### config.mk
export PLATFORM = sky130hd
export DESIGN_NAME = cepstral_mean_normalizer_unit
export DESIGN_NICKNAME = d
export VERILOG_FILES = /design/src/hdl/cmn_pkg.sv /design/src/hdl/cmn_front.sv /design/src/hdl/cmn_recip.sv /design/src/hdl/cmn_back.sv /design/src/hdl/cepstral_mean_normalizer_unit.sv
export VERILOG_INCLUDE_DIRS = /design/src /design/src/hdl
export SDC_FILE = /design/constraint.sdc
export NUM_CORES = 2
export LEC_CHECK = 0
export ABC_AREA = 1
export ABC_CLOCK_PERIOD_IN_PS = 11500
export BUFFER_PORTS_ARGS = -buffer_cell sky130_fd_sc_hd__buf_2
export CAP_MARGIN = 10
export CELL_PAD_IN_SITES_DETAIL_PLACEMENT = 0
export CELL_PAD_IN_SITES_GLOBAL_PLACEMENT = 1
export CORE_MARGIN = 1.5
export CORE_UTILIZATION = 30
export DETAILED_ROUTE_END_ITERATION = 12
export PLACE_DENSITY_LB_ADDON = 0.15
export SYNTH_ARGS = -nofsm -noshare
export SYNTH_HDL_FRONTEND = slang
export SYNTH_SLANG_ARGS = --single-unit
### constraint.sdc
create_clock -name clock -period 11.5 [get_ports clock]
set_input_delay 3.45 -clock clock [delete_from_list [all_inputs] [get_ports clock]]
set_output_delay 3.45 -clock clock [all_outputs]
set_load 0.1 [all_outputs]
### src/hdl/cepstral_mean_normalizer_unit_assert.svh
// assertion macros for the cepstral mean normalizer
`ifndef CEPSTRAL_MEAN_NORMALIZER_UNIT_ASSERT_SVH
`define CEPSTRAL_MEAN_NORMALIZER_UNIT_ASSERT_SVH

// condition holds in the same cycle as the trigger
`define CMN_ASSERT_SAME(lbl, clk, rst, ante, cons) \
   lbl: assert property (@(posedge clk) disable iff (rst) (ante) |-> (cons)) \
      else $error("cmn assertion failed");

// condition holds in the cycle after the trigger
`define CMN_ASSERT_NEXT(lbl, clk, rst, ante, cons) \
   lbl: assert property (@(posedge clk) disable iff (rst) (ante) |=> (cons)) \
      else $error("cmn assertion failed");

`endif

### src/hdl/cmn_pkg.sv
// shared types and constants of the cepstral mean normalizer
`default_nettype none

package cmn_pkg;

   localparam int MAX_DIM     = 32;
   localparam int MEAN_AW     = (MAX_DIM > 1) ? $clog2(MAX_DIM) : 1;
   localparam int QUEUE_DEPTH = 2;
   localparam int QUEUE_AW    = (QUEUE_DEPTH > 1) ? $clog2(QUEUE_DEPTH) : 1;
   localparam int QUEUE_CW    = $clog2(QUEUE_DEPTH + 1);

   localparam int IDX_W    = 5;
   localparam int VALUE_W  = 32;
   localparam int TIME_W   = 16;
   localparam int DIM_W    = 6;
   localparam int CMD_W    = 2;
   localparam int FRAC_W   = 16;
   localparam int ALPHA_W  = 17;
   localparam int COEF_W   = ALPHA_W + 1;
   localparam int PROD_W   = COEF_W + VALUE_W;
   localparam int TDATA_W  = 40;
   localparam int ADDR_W   = 5;
   localparam int CSR_W    = 32;

   localparam logic [ALPHA_W-1:0] ALPHA_ONE  = 17'h10000;
   localparam logic [TIME_W-1:0]  TIME_LIMIT = 16'hFFFF;
   localparam logic [PROD_W-1:0]  ROUND_HALF = PROD_W'(32768);

   localparam logic [DIM_W-1:0]  DIM_RST    = 6'd13;
   localparam logic [DIM_W-1:0]  ENERGY_RST = 6'h3F;
   localparam logic [TIME_W-1:0] TMIN_RST   = 16'd1;
   localparam logic [TIME_W-1:0] TMAX_RST   = 16'd100;
   localparam logic [TIME_W-1:0] START_RST  = 16'd0;

   typedef enum logic [CMD_W-1:0] {
      CMD_UPD_SUB = 2'd0,
      CMD_SUB     = 2'd1,
      CMD_UPD     = 2'd2,
      CMD_NOP     = 2'd3
   } cmn_cmd_type;

   typedef enum logic [2:0] {
      REG_DIM    = 3'd0,
      REG_ENERGY = 3'd1,
      REG_TMIN   = 3'd2,
      REG_TMAX   = 3'd3,
      REG_START  = 3'd4
   } cmn_reg_type;

   typedef enum logic [2:0] {
      ST_IDLE,
      ST_READ,
      ST_DIV,
      ST_MUL_X,
      ST_MUL_M,
      ST_ROUND,
      ST_FIN
   } cmn_state_type;

   // one classified item as it sits in the queue
   typedef struct packed {
      logic                upd;
      logic                emit;
      logic                active;
      logic                last;
      logic [IDX_W-1:0]    idx;
      logic [VALUE_W-1:0]  value;
   } cmn_item_type;

   typedef struct packed {
      logic [TIME_W-1:0] time_min;
      logic [TIME_W-1:0] time_max;
      logic              load_time;
      logic [TIME_W-1:0] start_time;
   } cmn_back_cfg_type;

   typedef struct packed {
      logic              busy;
      logic [TIME_W-1:0] frame_time;
   } cmn_back_status_type;

endpackage

`default_nettype wire

### src/hdl/cmn_front.sv
// front end: accepts input beats, classifies them and queues them
`default_nettype none

module cmn_front (
   input  logic                                clock,
   input  logic                                reset,
   input  logic                                req_tvalid,
   output logic                                req_tready,
   input  logic [cmn_pkg::CMD_W-1:0]           cmd,
   input  logic [cmn_pkg::IDX_W-1:0]           idx,
   input  logic [cmn_pkg::VALUE_W-1:0]         value,
   input  logic                                last,
   input  logic [cmn_pkg::DIM_W-1:0]           dim_in_use,
   input  logic [cmn_pkg::DIM_W-1:0]           energy_index,
   output logic                                q_valid,
   output cmn_pkg::cmn_item_type               q_item,
   input  logic                                q_pop
);

   cmn_pkg::cmn_cmd_type  cmd_w;
   cmn_pkg::cmn_item_type item_in;
   logic                  push;
   logic                  is_energy;

   cmn_pkg::cmn_item_type              queue_ff [cmn_pkg::QUEUE_DEPTH];
   logic [cmn_pkg::QUEUE_AW-1:0]       wr_ptr_ff, wr_ptr_in;
   logic [cmn_pkg::QUEUE_AW-1:0]       rd_ptr_ff, rd_ptr_in;
   logic [cmn_pkg::QUEUE_CW-1:0]       count_ff, count_in;

   function automatic logic [cmn_pkg::QUEUE_AW-1:0] ptr_next(
      input logic [cmn_pkg::QUEUE_AW-1:0] ptr);
      if (ptr == cmn_pkg::QUEUE_AW'(cmn_pkg::QUEUE_DEPTH - 1)) begin
         return '0;
      end
      return ptr + 1'b1;
   endfunction

   assign cmd_w = cmn_pkg::cmn_cmd_type'(cmd);

   // classification
   always_comb begin
      is_energy      = !energy_index[cmn_pkg::DIM_W-1] &&
                       (energy_index[cmn_pkg::IDX_W-1:0] == idx);
      item_in.upd    = cmd_w inside {cmn_pkg::CMD_UPD_SUB, cmn_pkg::CMD_UPD};
      item_in.emit   = cmd_w inside {cmn_pkg::CMD_UPD_SUB, cmn_pkg::CMD_SUB};
      item_in.active = (cmn_pkg::DIM_W'(idx) < dim_in_use) &&
                       (int'(idx) < cmn_pkg::MAX_DIM) && !is_energy;
      item_in.last   = last;
      item_in.idx    = idx;
      item_in.value  = value;
   end

   assign req_tready = count_ff != cmn_pkg::QUEUE_CW'(cmn_pkg::QUEUE_DEPTH);
   // the unused command is taken and dropped here
   assign push       = req_tvalid && req_tready && (cmd_w != cmn_pkg::CMD_NOP);
   assign q_valid    = count_ff != '0;
   assign q_item     = queue_ff[rd_ptr_ff];

   always_comb begin
      wr_ptr_in = push  ? ptr_next(wr_ptr_ff) : wr_ptr_ff;
      rd_ptr_in = q_pop ? ptr_next(rd_ptr_ff) : rd_ptr_ff;
      count_in  = count_ff;
      if (push && !q_pop) begin
         count_in = count_ff + 1'b1;
      end else if (!push && q_pop) begin
         count_in = count_ff - 1'b1;
      end
   end

   always_ff @(posedge clock) begin
      if (reset) begin
         wr_ptr_ff <= '0;
         rd_ptr_ff <= '0;
         count_ff  <= '0;
      end else begin
         wr_ptr_ff <= wr_ptr_in;
         rd_ptr_ff <= rd_ptr_in;
         count_ff  <= count_in;
      end
   end

   always_ff @(posedge clock) begin
      if (push) begin
         queue_ff[wr_ptr_ff] <= item_in;
      end
   end

endmodule

`default_nettype wire

### src/hdl/cmn_recip.sv
// serial restoring divider for the weight, one quotient bit per cycle
`default_nettype none

module cmn_recip (
   input  logic                          clock,
   input  logic                          reset,
   input  logic                          start,
   input  logic [cmn_pkg::TIME_W-1:0]    divisor,
   output logic                          done,
   output logic [cmn_pkg::ALPHA_W-1:0]   quotient
);

   localparam int STEPS = cmn_pkg::ALPHA_W;
   localparam int CNT_W = $clog2(STEPS + 1);

   logic                          busy_ff, busy_in;
   logic                          done_ff, done_in;
   logic [CNT_W-1:0]              cnt_ff, cnt_in;
   logic [cmn_pkg::ALPHA_W-1:0]   quo_ff, quo_in;
   logic [cmn_pkg::TIME_W-1:0]    rem_ff, rem_in;
   logic [cmn_pkg::TIME_W-1:0]    div_ff, div_in;
   logic [cmn_pkg::TIME_W:0]      rem_sh;
   logic [cmn_pkg::TIME_W:0]      rem_sub;

   always_comb begin
      rem_sh  = {rem_ff, quo_ff[cmn_pkg::ALPHA_W-1]};
      rem_sub = rem_sh - {1'b0, div_ff};
      busy_in = busy_ff;
      done_in = 1'b0;
      cnt_in  = cnt_ff;
      quo_in  = quo_ff;
      rem_in  = rem_ff;
      div_in  = div_ff;
      if (start) begin
         // numerator is one plus half the divisor, for round half up
         busy_in = 1'b1;
         cnt_in  = CNT_W'(STEPS);
         div_in  = divisor;
         rem_in  = '0;
         quo_in  = cmn_pkg::ALPHA_ONE + cmn_pkg::ALPHA_W'(divisor >> 1);
      end else if (busy_ff) begin
         if (rem_sh >= {1'b0, div_ff}) begin
            rem_in = rem_sub[cmn_pkg::TIME_W-1:0];
            quo_in = {quo_ff[cmn_pkg::ALPHA_W-2:0], 1'b1};
         end else begin
            rem_in = rem_sh[cmn_pkg::TIME_W-1:0];
            quo_in = {quo_ff[cmn_pkg::ALPHA_W-2:0], 1'b0};
         end
         cnt_in = cnt_ff - 1'b1;
         if (cnt_ff == CNT_W'(1)) begin
            busy_in = 1'b0;
            done_in = 1'b1;
         end
      end
   end

   always_ff @(posedge clock) begin
      if (reset) begin
         busy_ff <= 1'b0;
         done_ff <= 1'b0;
         cnt_ff  <= '0;
      end else begin
         busy_ff <= busy_in;
         done_ff <= done_in;
         cnt_ff  <= cnt_in;
      end
   end

   always_ff @(posedge clock) begin
      quo_ff <= quo_in;
      rem_ff <= rem_in;
      div_ff <= div_in;
   end

   assign done     = done_ff;
   assign quotient = quo_ff;

endmodule

`default_nettype wire

### src/hdl/cmn_back.sv
// back end: mean store, weight, multiply-accumulate and result register
`default_nettype none

module cmn_back (
   input  logic                            clock,
   input  logic                            reset,
   input  logic                            q_valid,
   input  cmn_pkg::cmn_item_type           q_item,
   output logic                            q_pop,
   input  cmn_pkg::cmn_back_cfg_type       cfg,
   output cmn_pkg::cmn_back_status_type    status,
   output logic                            rsp_tvalid,
   input  logic                            rsp_tready,
   output logic [cmn_pkg::VALUE_W-1:0]     rsp_value,
   output logic [cmn_pkg::IDX_W-1:0]       rsp_idx,
   output logic                            rsp_last
);

   cmn_pkg::cmn_state_type state_ff, state_in;
   cmn_pkg::cmn_item_type  item_ff;

   logic [cmn_pkg::TIME_W-1:0]  frame_time_ff;
   logic [cmn_pkg::TIME_W-1:0]  clamp_time;

   // control from the sequencer
   logic div_start, mem_rd, mul_x, mul_m, rnd, rd_load, fin_go, fin_stall;

   logic                         div_done;
   logic [cmn_pkg::ALPHA_W-1:0]  alpha;

   logic [cmn_pkg::VALUE_W-1:0]  mean_mem [cmn_pkg::MAX_DIM];
   logic [cmn_pkg::MAX_DIM-1:0]  mean_vld_ff;
   logic [cmn_pkg::VALUE_W-1:0]  mean_rd_ff;
   logic                         mean_rd_vld_ff;
   logic [cmn_pkg::VALUE_W-1:0]  mean_cur;
   logic [cmn_pkg::VALUE_W-1:0]  mean_ff;
   logic [cmn_pkg::MEAN_AW-1:0]  rd_addr, wr_addr;
   logic                         mem_wr;

   logic signed [cmn_pkg::COEF_W-1:0]  coef;
   logic signed [cmn_pkg::VALUE_W-1:0] mdata;
   logic signed [cmn_pkg::PROD_W-1:0]  prod;
   logic signed [cmn_pkg::PROD_W-1:0]  acc_ff;
   logic [cmn_pkg::PROD_W-1:0]         rnd_sum;

   logic [cmn_pkg::VALUE_W:0]    diff;
   logic [cmn_pkg::VALUE_W-1:0]  diff_sat;
   logic [cmn_pkg::VALUE_W-1:0]  result;

   logic                         rsp_tvalid_ff;

   // weight divisor: frame time clamped, zero taken as one
   always_comb begin
      if (frame_time_ff < cfg.time_min) begin
         clamp_time = cfg.time_min;
      end else if (frame_time_ff > cfg.time_max) begin
         clamp_time = cfg.time_max;
      end else begin
         clamp_time = frame_time_ff;
      end
      if (clamp_time == '0) begin
         clamp_time = cmn_pkg::TIME_W'(1);
      end
   end

   cmn_recip u_recip (
      .clock    (clock),
      .reset    (reset),
      .start    (div_start),
      .divisor  (clamp_time),
      .done     (div_done),
      .quotient (alpha)
   );

   // result register can take a beat unless it holds one that is stalled
   assign fin_stall = item_ff.emit && rsp_tvalid_ff && !rsp_tready;

   // next state
   always_comb begin
      state_in = state_ff;
      case (state_ff)
         cmn_pkg::ST_IDLE: begin
            if (q_valid) begin
               if (q_item.upd && q_item.active) begin
                  state_in = cmn_pkg::ST_DIV;
               end else if (q_item.active) begin
                  state_in = cmn_pkg::ST_READ;
               end else begin
                  state_in = cmn_pkg::ST_FIN;
               end
            end
         end
         cmn_pkg::ST_READ:  state_in = cmn_pkg::ST_FIN;
         cmn_pkg::ST_DIV: begin
            if (div_done) begin
               state_in = cmn_pkg::ST_MUL_X;
            end
         end
         cmn_pkg::ST_MUL_X: state_in = cmn_pkg::ST_MUL_M;
         cmn_pkg::ST_MUL_M: state_in = cmn_pkg::ST_ROUND;
         cmn_pkg::ST_ROUND: state_in = cmn_pkg::ST_FIN;
         cmn_pkg::ST_FIN: begin
            if (!fin_stall) begin
               state_in = cmn_pkg::ST_IDLE;
            end
         end
         default: state_in = cmn_pkg::ST_IDLE;
      endcase
   end

   // sequencer outputs
   always_comb begin
      q_pop     = 1'b0;
      div_start = 1'b0;
      mem_rd    = 1'b0;
      mul_x     = 1'b0;
      mul_m     = 1'b0;
      rnd       = 1'b0;
      rd_load   = 1'b0;
      fin_go    = 1'b0;
      case (state_ff)
         cmn_pkg::ST_IDLE: begin
            q_pop     = q_valid;
            mem_rd    = q_valid && q_item.active;
            div_start = q_valid && q_item.active && q_item.upd;
         end
         cmn_pkg::ST_READ:  rd_load = 1'b1;
         cmn_pkg::ST_MUL_X: mul_x   = 1'b1;
         cmn_pkg::ST_MUL_M: mul_m   = 1'b1;
         cmn_pkg::ST_ROUND: rnd     = 1'b1;
         cmn_pkg::ST_FIN:   fin_go  = !fin_stall;
         default: ;
      endcase
   end

   always_ff @(posedge clock) begin
      if (reset) begin
         state_ff <= cmn_pkg::ST_IDLE;
      end else begin
         state_ff <= state_in;
      end
   end

   always_ff @(posedge clock) begin
      if (q_pop) begin
         item_ff <= q_item;
      end
   end

   // mean store, entries never written read as zero
   assign rd_addr  = cmn_pkg::MEAN_AW'(q_item.idx);
   assign wr_addr  = cmn_pkg::MEAN_AW'(item_ff.idx);
   assign mem_wr   = fin_go && item_ff.upd && item_ff.active;
   assign mean_cur = mean_rd_vld_ff ? mean_rd_ff : '0;

   always_ff @(posedge clock) begin
      if (mem_wr) begin
         mean_mem[wr_addr] <= mean_ff;
      end
      if (mem_rd) begin
         mean_rd_ff     <= mean_mem[rd_addr];
         mean_rd_vld_ff <= mean_vld_ff[rd_addr];
      end
   end

   always_ff @(posedge clock) begin
      if (reset) begin
         mean_vld_ff <= '0;
      end else if (mem_wr) begin
         mean_vld_ff[wr_addr] <= 1'b1;
      end
   end

   // one shared multiplier: alpha*x, then (1-alpha)*mean
   always_comb begin
      if (mul_x) begin
         coef  = $signed({1'b0, alpha});
         mdata = $signed(item_ff.value);
      end else begin
         coef  = $signed({1'b0, cmn_pkg::ALPHA_ONE - alpha});
         mdata = $signed(mean_cur);
      end
   end

   assign prod    = coef * mdata;
   assign rnd_sum = acc_ff + cmn_pkg::ROUND_HALF;

   always_ff @(posedge clock) begin
      if (mul_x) begin
         acc_ff <= prod;
      end else if (mul_m) begin
         acc_ff <= acc_ff + prod;
      end
      if (rd_load) begin
         mean_ff <= mean_cur;
      end else if (rnd) begin
         mean_ff <= rnd_sum[cmn_pkg::VALUE_W+cmn_pkg::FRAC_W-1:cmn_pkg::FRAC_W];
      end
   end

   // subtract and saturate
   always_comb begin
      diff = {item_ff.value[cmn_pkg::VALUE_W-1], item_ff.value} -
             {mean_ff[cmn_pkg::VALUE_W-1], mean_ff};
      if (diff[cmn_pkg::VALUE_W] != diff[cmn_pkg::VALUE_W-1]) begin
         diff_sat = diff[cmn_pkg::VALUE_W] ? {1'b1, {(cmn_pkg::VALUE_W-1){1'b0}}}
                                           : {1'b0, {(cmn_pkg::VALUE_W-1){1'b1}}};
      end else begin
         diff_sat = diff[cmn_pkg::VALUE_W-1:0];
      end
      result = item_ff.active ? diff_sat : item_ff.value;
   end

   // frame time
   always_ff @(posedge clock) begin
      if (reset) begin
         frame_time_ff <= cmn_pkg::START_RST;
      end else if (cfg.load_time) begin
         frame_time_ff <= cfg.start_time;
      end else if (fin_go && item_ff.upd && item_ff.last &&
                   frame_time_ff != cmn_pkg::TIME_LIMIT) begin
         frame_time_ff <= frame_time_ff + 1'b1;
      end
   end

   // result register
   always_ff @(posedge clock) begin
      if (reset) begin
         rsp_tvalid_ff <= 1'b0;
      end else if (fin_go && item_ff.emit) begin
         rsp_tvalid_ff <= 1'b1;
      end else if (rsp_tready) begin
         rsp_tvalid_ff <= 1'b0;
      end
   end

   always_ff @(posedge clock) begin
      if (fin_go && item_ff.emit) begin
         rsp_value <= result;
         rsp_idx   <= item_ff.idx;
         rsp_last  <= item_ff.last;
      end
   end

   assign rsp_tvalid        = rsp_tvalid_ff;
   assign status.busy       = state_ff != cmn_pkg::ST_IDLE;
   assign status.frame_time = frame_time_ff;

endmodule

`default_nettype wire

### src/hdl/cepstral_mean_normalizer_unit.sv
// top level of the cepstral mean normalizer: register port, front, back
`default_nettype none
`include "cepstral_mean_normalizer_unit_assert.svh"

// channel   dir  handshake                contents
// req_      in   tvalid/tready            tdata: index, coefficient; tuser: command;
//                                         tlast: last of frame
// rsp_      out  tvalid/tready            tdata: coefficient, index; tlast: last of frame
// csr_      in   psel/penable/pready      five 32-bit registers at 4-byte steps
//
// an updating beat in the back end waits for the 17-step serial reciprocal of
// the clamped frame time; a subtract-only beat reads the stored mean, a
// pass-through beat skips both; a two-entry queue lets the front keep taking beats
// synchronous active-high reset clears control, the mean store valid bits and
// the frame time; no clearing pass is needed
// a stalled result holds in the output register while the back end goes on
// with the next queued beat until it has a result of its own to deliver

module cepstral_mean_normalizer_unit (
   input  logic                               clock,
   input  logic                               reset,
   // input beats
   input  logic                               req_tvalid,
   output logic                               req_tready,
   input  logic [cmn_pkg::TDATA_W-1:0]        req_tdata,   // coeff_index, value_in
   input  logic [cmn_pkg::CMD_W-1:0]          req_tuser,   // command
   input  logic                               req_tlast,
   // result beats
   output logic                               rsp_tvalid,
   input  logic                               rsp_tready,
   output logic [cmn_pkg::TDATA_W-1:0]        rsp_tdata,   // value_out, coeff_index_out
   output logic                               rsp_tlast,
   // register port
   input  logic                               csr_psel,
   input  logic                               csr_penable,
   input  logic                               csr_pwrite,
   input  logic [cmn_pkg::ADDR_W-1:0]         csr_paddr,
   input  logic [cmn_pkg::CSR_W-1:0]          csr_pwdata,
   output logic [cmn_pkg::CSR_W-1:0]          csr_prdata,
   output logic                               csr_pready
);

   // register file
   logic [cmn_pkg::DIM_W-1:0]   dim_ff;
   logic [cmn_pkg::DIM_W-1:0]   energy_ff;
   logic [cmn_pkg::TIME_W-1:0]  tmin_ff;
   logic [cmn_pkg::TIME_W-1:0]  tmax_ff;
   logic [cmn_pkg::TIME_W-1:0]  start_ff;
   cmn_pkg::cmn_reg_type        reg_sel;
   logic                        csr_wr;
   logic                        start_wr;

   // front to back
   logic                         q_valid;
   logic                         q_pop;
   cmn_pkg::cmn_item_type        q_item;
   cmn_pkg::cmn_back_cfg_type    back_cfg;
   cmn_pkg::cmn_back_status_type back_status;

   logic [cmn_pkg::VALUE_W-1:0]  rsp_value;
   logic [cmn_pkg::IDX_W-1:0]    rsp_idx;

   assign csr_pready = 1'b1;
   assign reg_sel    = cmn_pkg::cmn_reg_type'(csr_paddr[cmn_pkg::ADDR_W-1:2]);
   assign csr_wr     = csr_psel && csr_penable && csr_pwrite && csr_pready;
   assign start_wr   = csr_wr && (reg_sel == cmn_pkg::REG_START);

   always_ff @(posedge clock) begin
      if (reset) begin
         dim_ff    <= cmn_pkg::DIM_RST;
         energy_ff <= cmn_pkg::ENERGY_RST;
         tmin_ff   <= cmn_pkg::TMIN_RST;
         tmax_ff   <= cmn_pkg::TMAX_RST;
         start_ff  <= cmn_pkg::START_RST;
      end else if (csr_wr) begin
         case (reg_sel)
            cmn_pkg::REG_DIM:    dim_ff    <= csr_pwdata[cmn_pkg::DIM_W-1:0];
            cmn_pkg::REG_ENERGY: energy_ff <= csr_pwdata[cmn_pkg::DIM_W-1:0];
            cmn_pkg::REG_TMIN:   tmin_ff   <= csr_pwdata[cmn_pkg::TIME_W-1:0];
            cmn_pkg::REG_TMAX:   tmax_ff   <= csr_pwdata[cmn_pkg::TIME_W-1:0];
            cmn_pkg::REG_START:  start_ff  <= csr_pwdata[cmn_pkg::TIME_W-1:0];
            default: ;
         endcase
      end
   end

   // read mux, energy index read back as its raw 6-bit field
   always_comb begin
      case (reg_sel)
         cmn_pkg::REG_DIM:    csr_prdata = cmn_pkg::CSR_W'(dim_ff);
         cmn_pkg::REG_ENERGY: csr_prdata = cmn_pkg::CSR_W'(energy_ff);
         cmn_pkg::REG_TMIN:   csr_prdata = cmn_pkg::CSR_W'(tmin_ff);
         cmn_pkg::REG_TMAX:   csr_prdata = cmn_pkg::CSR_W'(tmax_ff);
         cmn_pkg::REG_START:  csr_prdata = cmn_pkg::CSR_W'(start_ff);
         default:             csr_prdata = '0;
      endcase
   end

   // writing the start time reloads the frame time at once
   assign back_cfg.time_min   = tmin_ff;
   assign back_cfg.time_max   = tmax_ff;
   assign back_cfg.load_time  = start_wr;
   assign back_cfg.start_time = csr_pwdata[cmn_pkg::TIME_W-1:0];

   // front: classify and queue
   cmn_front u_front (
      .clock        (clock),
      .reset        (reset),
      .req_tvalid   (req_tvalid),
      .req_tready   (req_tready),
      .cmd          (req_tuser),
      .idx          (req_tdata[cmn_pkg::IDX_W-1:0]),
      .value        (req_tdata[cmn_pkg::IDX_W+cmn_pkg::VALUE_W-1:cmn_pkg::IDX_W]),
      .last         (req_tlast),
      .dim_in_use   (dim_ff),
      .energy_index (energy_ff),
      .q_valid      (q_valid),
      .q_item       (q_item),
      .q_pop        (q_pop)
   );

   // back: mean update, subtraction, result register
   cmn_back u_back (
      .clock      (clock),
      .reset      (reset),
      .q_valid    (q_valid),
      .q_item     (q_item),
      .q_pop      (q_pop),
      .cfg        (back_cfg),
      .status     (back_status),
      .rsp_tvalid (rsp_tvalid),
      .rsp_tready (rsp_tready),
      .rsp_value  (rsp_value),
      .rsp_idx    (rsp_idx),
      .rsp_last   (rsp_tlast)
   );

   // result packing: coefficient low, index above it, zero fill
   assign rsp_tdata = {{(cmn_pkg::TDATA_W-cmn_pkg::VALUE_W-cmn_pkg::IDX_W){1'b0}},
                       rsp_idx, rsp_value};

   // start time write lands in the frame time counter on the next cycle
   `CMN_ASSERT_NEXT(a_start_load, clock, reset, start_wr, back_status.frame_time == $past(csr_pwdata[15:0]))
   // frame time only moves up unless reloaded
   `CMN_ASSERT_NEXT(a_time_mono, clock, reset, !start_wr, back_status.frame_time >= $past(back_status.frame_time))
   // a result beat only appears after the back end worked on an item
   `CMN_ASSERT_SAME(a_rsp_source, clock, reset, $rose(rsp_tvalid), $past(back_status.busy))

endmodule

`default_nettype wire

# == Yosys cells after proc, flatten, opt, wreduce, memory -nomap -nowiden ==
# Memories as Yosys holds them, arrays and structs flattened. A register that Yosys moved wholly into a read port is not among the register bits.
# Index checks and enable logic that the tools add are counted.
# totals
register_bits,334
ram_bits,1106
input_bits,87
word_cells,185
memories,2
# memory_table
name,words,width,read_ports,rd_clocked_by_memory_dff,wr,line_no,text
u_back.mean_mem,32,32,1,1,1,cmn_back.sv:31,logic [cmn_pkg::VALUE_W-1:0] mean_mem [cmn_pkg::MAX_DIM];
u_front.queue_ff,2,41,1,1,1,cmn_front.sv:25,cmn_pkg::cmn_item_type queue_ff [cmn_pkg::QUEUE_DEPTH];
# op_classes
add_sub_neg,12
n_mul,1
order_cmp,7
eq_ne,21
n_mux,60
bitwise,2
reduce_logical,48
# ops
cell,n
2-to-1 mux 32 bit,7
2-to-1 mux 50 bit,2
2-to-1 mux 16 bit,6
case mux 16 bit (5 select lines),1
2-to-1 mux 17 bit,3
adder 50 bit,1
multiplier 18 x 32 -> 50 bit,1
"adder 48 x 16 -> 48 bit, second input constant",1
subtractor 32 x 32 -> 33 bit,1
bitwise OR 32 bit,1
2-to-1 mux 1 bit,29
logical AND 1 bit,20
case mux 3 bit (6 select lines),1
nonzero test 2 bit,9
"adder 17 x 15 -> 17 bit, first input constant",1
greater-or-equal comparator 17 x 16 -> 1 bit,1
"subtractor 17 bit, first input constant",1
"adder 16 x 1 -> 16 bit, second input constant",1
greater-than comparator 16 bit,1
zero test 16 bit,1
less-than comparator 16 bit,1
"inequality test 16 bit, second input constant",1
subtractor 16 bit,1
2-to-1 mux 3 bit,5
other kinds (29),54

# == Longest topological paths before layout ==
# logic_depth
word_depth,9
depth_mapped,55
depth_no_buf,53

# == By module ==
# Synthesis repeated with hierarchy kept, for this count alone.
# unflattened
hier_cells,8782
hier_area_um2,86895.8
# by_module_without_submodules
mod,n_inst,cells_per_inst,area_per_inst_um2
cmn_back,1,7643,76801.2
cmn_front,1,215,3639.7
cmn_recip,1,449,3345.7
cepstral_mean_normalizer_unit,1,475,3109.2

# == Worst setup path before layout ==
# Ideal clock, no wire load.
# synth_path
kind,in2out
startpoint,input csr_paddr[4] in the netlist's numbering
endpoint,output csr_prdata[0] in the netlist's numbering
arrival_time_ns,6.048
t_required_ns,8.050
slack_ns,2.002
stages,4
path_buffers,1
path_cell_list,nor3_1 > inv_1 > clkbuf_1 > o21ai_0
# synth_between
elab_chain_len,2
elab_cells_between_ends,6
cone_classes,eq/ne (4); mux (1); reduce/logical (1)
# synth_rtl
element,line_no,text
"start, declared",cepstral_mean_normalizer_unit.sv:37,"input logic [cmn_pkg::ADDR_W-1:0] csr_paddr,"
equality test 3 bit (tied with other cells),cepstral_mean_normalizer_unit.sv:89,case (reg_sel)
case mux 16 bit (5 select lines) (*),cepstral_mean_normalizer_unit.sv:89,
"end, declared",cepstral_mean_normalizer_unit.sv:39,"output logic [cmn_pkg::CSR_W-1:0] csr_prdata,"
# Mark *: on every way between the ends. The rest lies on a longest branch, timed or not.

# == Worst setup path in the final report ==
# layout_path
startpoint,register u_back.state_ff[1]
endpoint,register u_back.acc_ff[43] in the netlist's numbering (data pin)
# layout_between
elab_chain_len,7
elab_cells_between_ends,8
cone_classes,add/sub (1); mul (1); eq/ne (1); mux (5)
# layout_rtl
element,line_no,text
"start, declared",cmn_back.sv:19,"cmn_pkg::cmn_state_type state_ff, state_in;"
"start signal, assigned",cmn_back.sv:138,state_ff <= cmn_pkg::ST_IDLE;
"start signal, assigned",cmn_back.sv:140,state_ff <= state_in;
equality test 3 x 2 -> 1 bit (*),cmn_back.sv:121,case (state_ff)
2-to-1 mux 1 bit (*),cmn_back.sv:121,
2-to-1 mux 17 bit / 2-to-1 mux 32 bit (equally long branches),cmn_back.sv:176,if (mul_x) begin
multiplier 18 x 32 -> 50 bit,cmn_back.sv:185,assign prod = coef * mdata;
adder 50 bit,cmn_back.sv:192,acc_ff <= acc_ff + prod;
2-to-1 mux 50 bit,cmn_back.sv:191,end else if (mul_m) begin
2-to-1 mux 50 bit (*),cmn_back.sv:189,if (mul_x) begin
"end signal, assigned",cmn_back.sv:190,acc_ff <= prod;
"end signal, assigned",cmn_back.sv:192,
"end, declared",cmn_back.sv:43,logic signed [cmn_pkg::PROD_W-1:0] acc_ff;
# Mark *: on every way between the ends. The rest lies on a longest branch, timed or not. The select of a mux whose other input is x is not followed.
# A chain may end at the register's enable or synchronous reset.

==> impl_metrics.tcl <==
set metrics [dict create \
    cts_made_buffers 173 \
    worstSetupEndpointType "flip-flop" \
    crit_path_start_kind "flip-flop" \
    cts_tree "yes" \
    yosysUniqueCellTypes 55 \
    cts_setup_buffers 0 \
    final_util_pct 34.05 \
    initial_utilization_pct 30.15 \
    crit_slowest_cell "fa_1" \
    fp-row-count 195 \
    rsz0062_at_grt "no" \
    yosysSeqAreaShare_pct 50.31 \
    ctsRootBufferMaster "clkbuf_16" \
    routed_wl_um 314100 \
    hpwl_um 213600 \
    max_stage_delay_ns 0.53 \
    vias 63165 \
    hold_slack_ns 0.4472 \
    clk_latency_ns 0.89 \
    netlist_instances 8568 \
    synth.avg_cell_area_um2 9.923 \
    fillers 28819 \
    min_path_cells 1 \
    cp_max_fo 43 \
    reg2reg_depth 38 \
    cpMostUsedCell "nand2_1" \
    ant_nets 0 \
    mappedNetlistArea_um2 85020 \
    top_layer "met5" \
    slew_violations 0 \
    hold_class "reg2reg" \
    core-area_um2 282000 \
    regArea_um2 42770 \
    min_period_ns 10.57 \
    die_height_um 535.4 \
    arrival_ns 11.17 \
    multi_input_area_um2 36670 \
    fin_nets 9511 \
    status "finished clean" \
    fin_crit_sh_pct 91.94 \
    r2r-start "u_back.state_ff[1]" \
    layout-drive-gt1-share_pct 7.318 \
    synth_edf_count 1331 \
    drc_errors 0 \
    ys.flop_type "edfxtp_1" \
    ys_async_sr_fraction_pct 0 \
    worstPathRequired_ns 12.10 \
    finalSetupViolCount 0 \
    place_inst 12228 \
    r2r_setup_slack_ns 0.93 \
    hold_start "u_front.rd_ptr_ff" \
    cts_buffer_depth 4 \
    regToRegEndpoint "u_back.acc_ff[43]" \
    viasPerCell 5.034 \
    grt_overflow_total 0 \
    drt_first_pass_iters 8 \
    ys.warnings.count 0 \
    grt_usage_pct 21.66 \
    dr_wl_met2_um 141500 \
    die-area_um2 286600 \
    area_growth_pct 12.95 \
    drtIter0Drc 5282 \
    htree_num_levels 4 \
    grt_max_degree 171 \
    setup_tns_ns 0 \
    tightest_slew_ns 1.331 \
    hold_violations 0 \
    hold_buffers 0 \
    cts_resized 0 \
    antenna_found_initial 15 \
    place.gp.congestion 0.8980 \
    fmax_ghz 0.09458 \
    io_buffers 121 \
    pin_count 163 \
    clk_pin_slew_ns 0.07 \
    critical_path_class "reg2reg" \
    wl_met1_um 151000 \
    cap_violations 0 \
    fp.dieW_um 535.4 \
    instances_no_fill 12548 \
    max_slew_margin_pct 11.24 \
    finalClockSkew_ns 0.09282 \
    cts_sinks 1471 \
    avgRoutedWirePerCell_um 25.03 \
    grt_pass1_vias 63030 \
    route.met3.wl_um 15230 \
    synth-seq-cells 1471 \
    grt_pass1_wl_um 452300 \
]
worst max-delay path, delay by kind of cell (launching register included):
kind,cells,cell delay [ns]
xor+xnor,1,0.35
fa+ha+maj,8,3.66
buf+inv,10,1.77
compound gates,7,2.01
flops,1,0.49
simple gates,12,1.97
cells in the mapped netlist, types with 2 or more instances:
cell	count	area share, %
a211oi_1	5	0.044
a21boi_0	8	0.071
a21o_1	24	0.21
a21oi_1	286	1.7
a221oi_1	4	0.041
a31oi_1	67	0.49
and2_1	6	0.044
and3_1	6	0.044
buf_1	19	0.084
buf_2	98	0.58
buf_4	25	0.22
buf_6	2	0.026
clkbuf_1	256	1.1
clkinv_1	4	0.018
conb_1	2	0.0088
dfxtp_1	140	3.3
edfxtp_1	1331	47
fa_1	512	12
ha_1	251	3.7
inv_1	1120	4.9
inv_2	16	0.071
nand2_1	1365	6.0
nand2_2	3	0.022
nand3_1	316	1.9
nand3b_1	15	0.13
nand4_1	34	0.25
nor2_1	1196	5.3
nor3_1	64	0.38
nor4_1	12	0.088
o211ai_1	62	0.55
o21a_1	4	0.035
o21ai_0	756	4.5
o21ai_1	66	0.39
o21ai_2	9	0.093
o21bai_1	22	0.19
o221ai_1	200	2.1
o22ai_1	79	0.58
o31ai_1	7	0.062
or2_1	3	0.022
or2_2	15	0.11
xnor2_1	47	0.48
xor2_1	98	1.0
cell families after synthesis:
| group | after synthesis | share of synthesized area (%) |
|---|---|---|
| adder cells (fa/ha/maj) | 763 | 15.75 |
| XOR/XNOR | 146 | 1.513 |
| buffers and inverters | 1540 | 7.071 |
| AO/OA/AOI/OAI | 1605 | 11.02 |
| AND/OR/NAND/NOR | 3041 | 14.33 |
| other | 2 | 0.008833 |
| flip-flops | 1471 | 50.31 |
final cells by class:
class | count | share of cell area, %
Antenna cell | 5 | 0.01303
Clock buffer | 214 | 4.732
Multi-Input combinational cell | 5575 | 38.18
Sequential cell | 1471 | 44.54
Timing Repair Buffer | 300 | 2.168
Inverter | 1140 | 4.482
Clock inverter | 100 | 1.007
Tap cell | 3743 | 4.877
state kept, by name, summed over array words and instances (netlist names), 17 cells and up, named ones only:
register,count
u_front.queue_ff,82
u_back.mean_mem,1024
u_back.mean_ff,32
u_back.item_ff,36
u_back.mean_rd_ff,32
u_back.mean_vld_ff,32
u_back.rsp_value,32
u_back.acc_ff,48
u_back.u_recip.quotient,17
cell usage in the layout, fill, tap and decap left out, drive strengths merged, types with 6 or more instances in the layout:
cell	instances
and2	6
inv	1144
ha	251
xnor2	47
nand3	316
xor2	99
nor2	1198
fa	512
o211ai	62
a21o	24
or2	18
o221ai	200
dfxtp	140
conb	20
clkbuf	214
nor3	65
a31oi	67
o21bai	22
buf	300
nand3b	15
o31ai	7
a21oi	287
and3	6
o22ai	79
nand2	1368
nor4	13
o21ai	831
edfxtp	1331
bufinv	13
nand4	34
clkinv	78
a21boi	10
worst max path at each step:
stage                  startpoint           endpoint  slack, ns  cells after the start
2_1_floorplan        csr_paddr[4]      csr_prdata[0]       2.00                      4
3_3_place_gp   u_back.state_ff[1]  u_back.acc_ff[47]       0.95                     45
3_5_place_dp   u_back.state_ff[1]  u_back.acc_ff[43]       1.00                     38
4_1_cts        u_back.state_ff[1]  u_back.acc_ff[43]       0.96                     38
5_1_grt        u_back.state_ff[1]  u_back.acc_ff[47]       0.32                     45
6_report       u_back.state_ff[1]  u_back.acc_ff[43]       0.93                     38
per-stage QoR:
| stage | worst slack (ns) | cell area (um2) |
|---|---|---|
| after floorplan | 2.002 | 85090 |
| after global placement | 0.9456 | 90480 |
| after detailed placement | 1.005 | 90480 |
| after CTS | 0.9586 | 96000 |
| after global routing | 0.3165 | 96030 |
| final | 0.9273 | 96040 |
layer usage:
layer  up-vias  global-route usage, %
met2      1641                  34.08
met1     32269                  31.96
met5         -                      0
met4         6                  4.541
met3       286                  2.450
li1      28963                      -
Power is not shown: default switching activity piles up to over one toggle a cycle in this logic, so the estimate is an artifact.
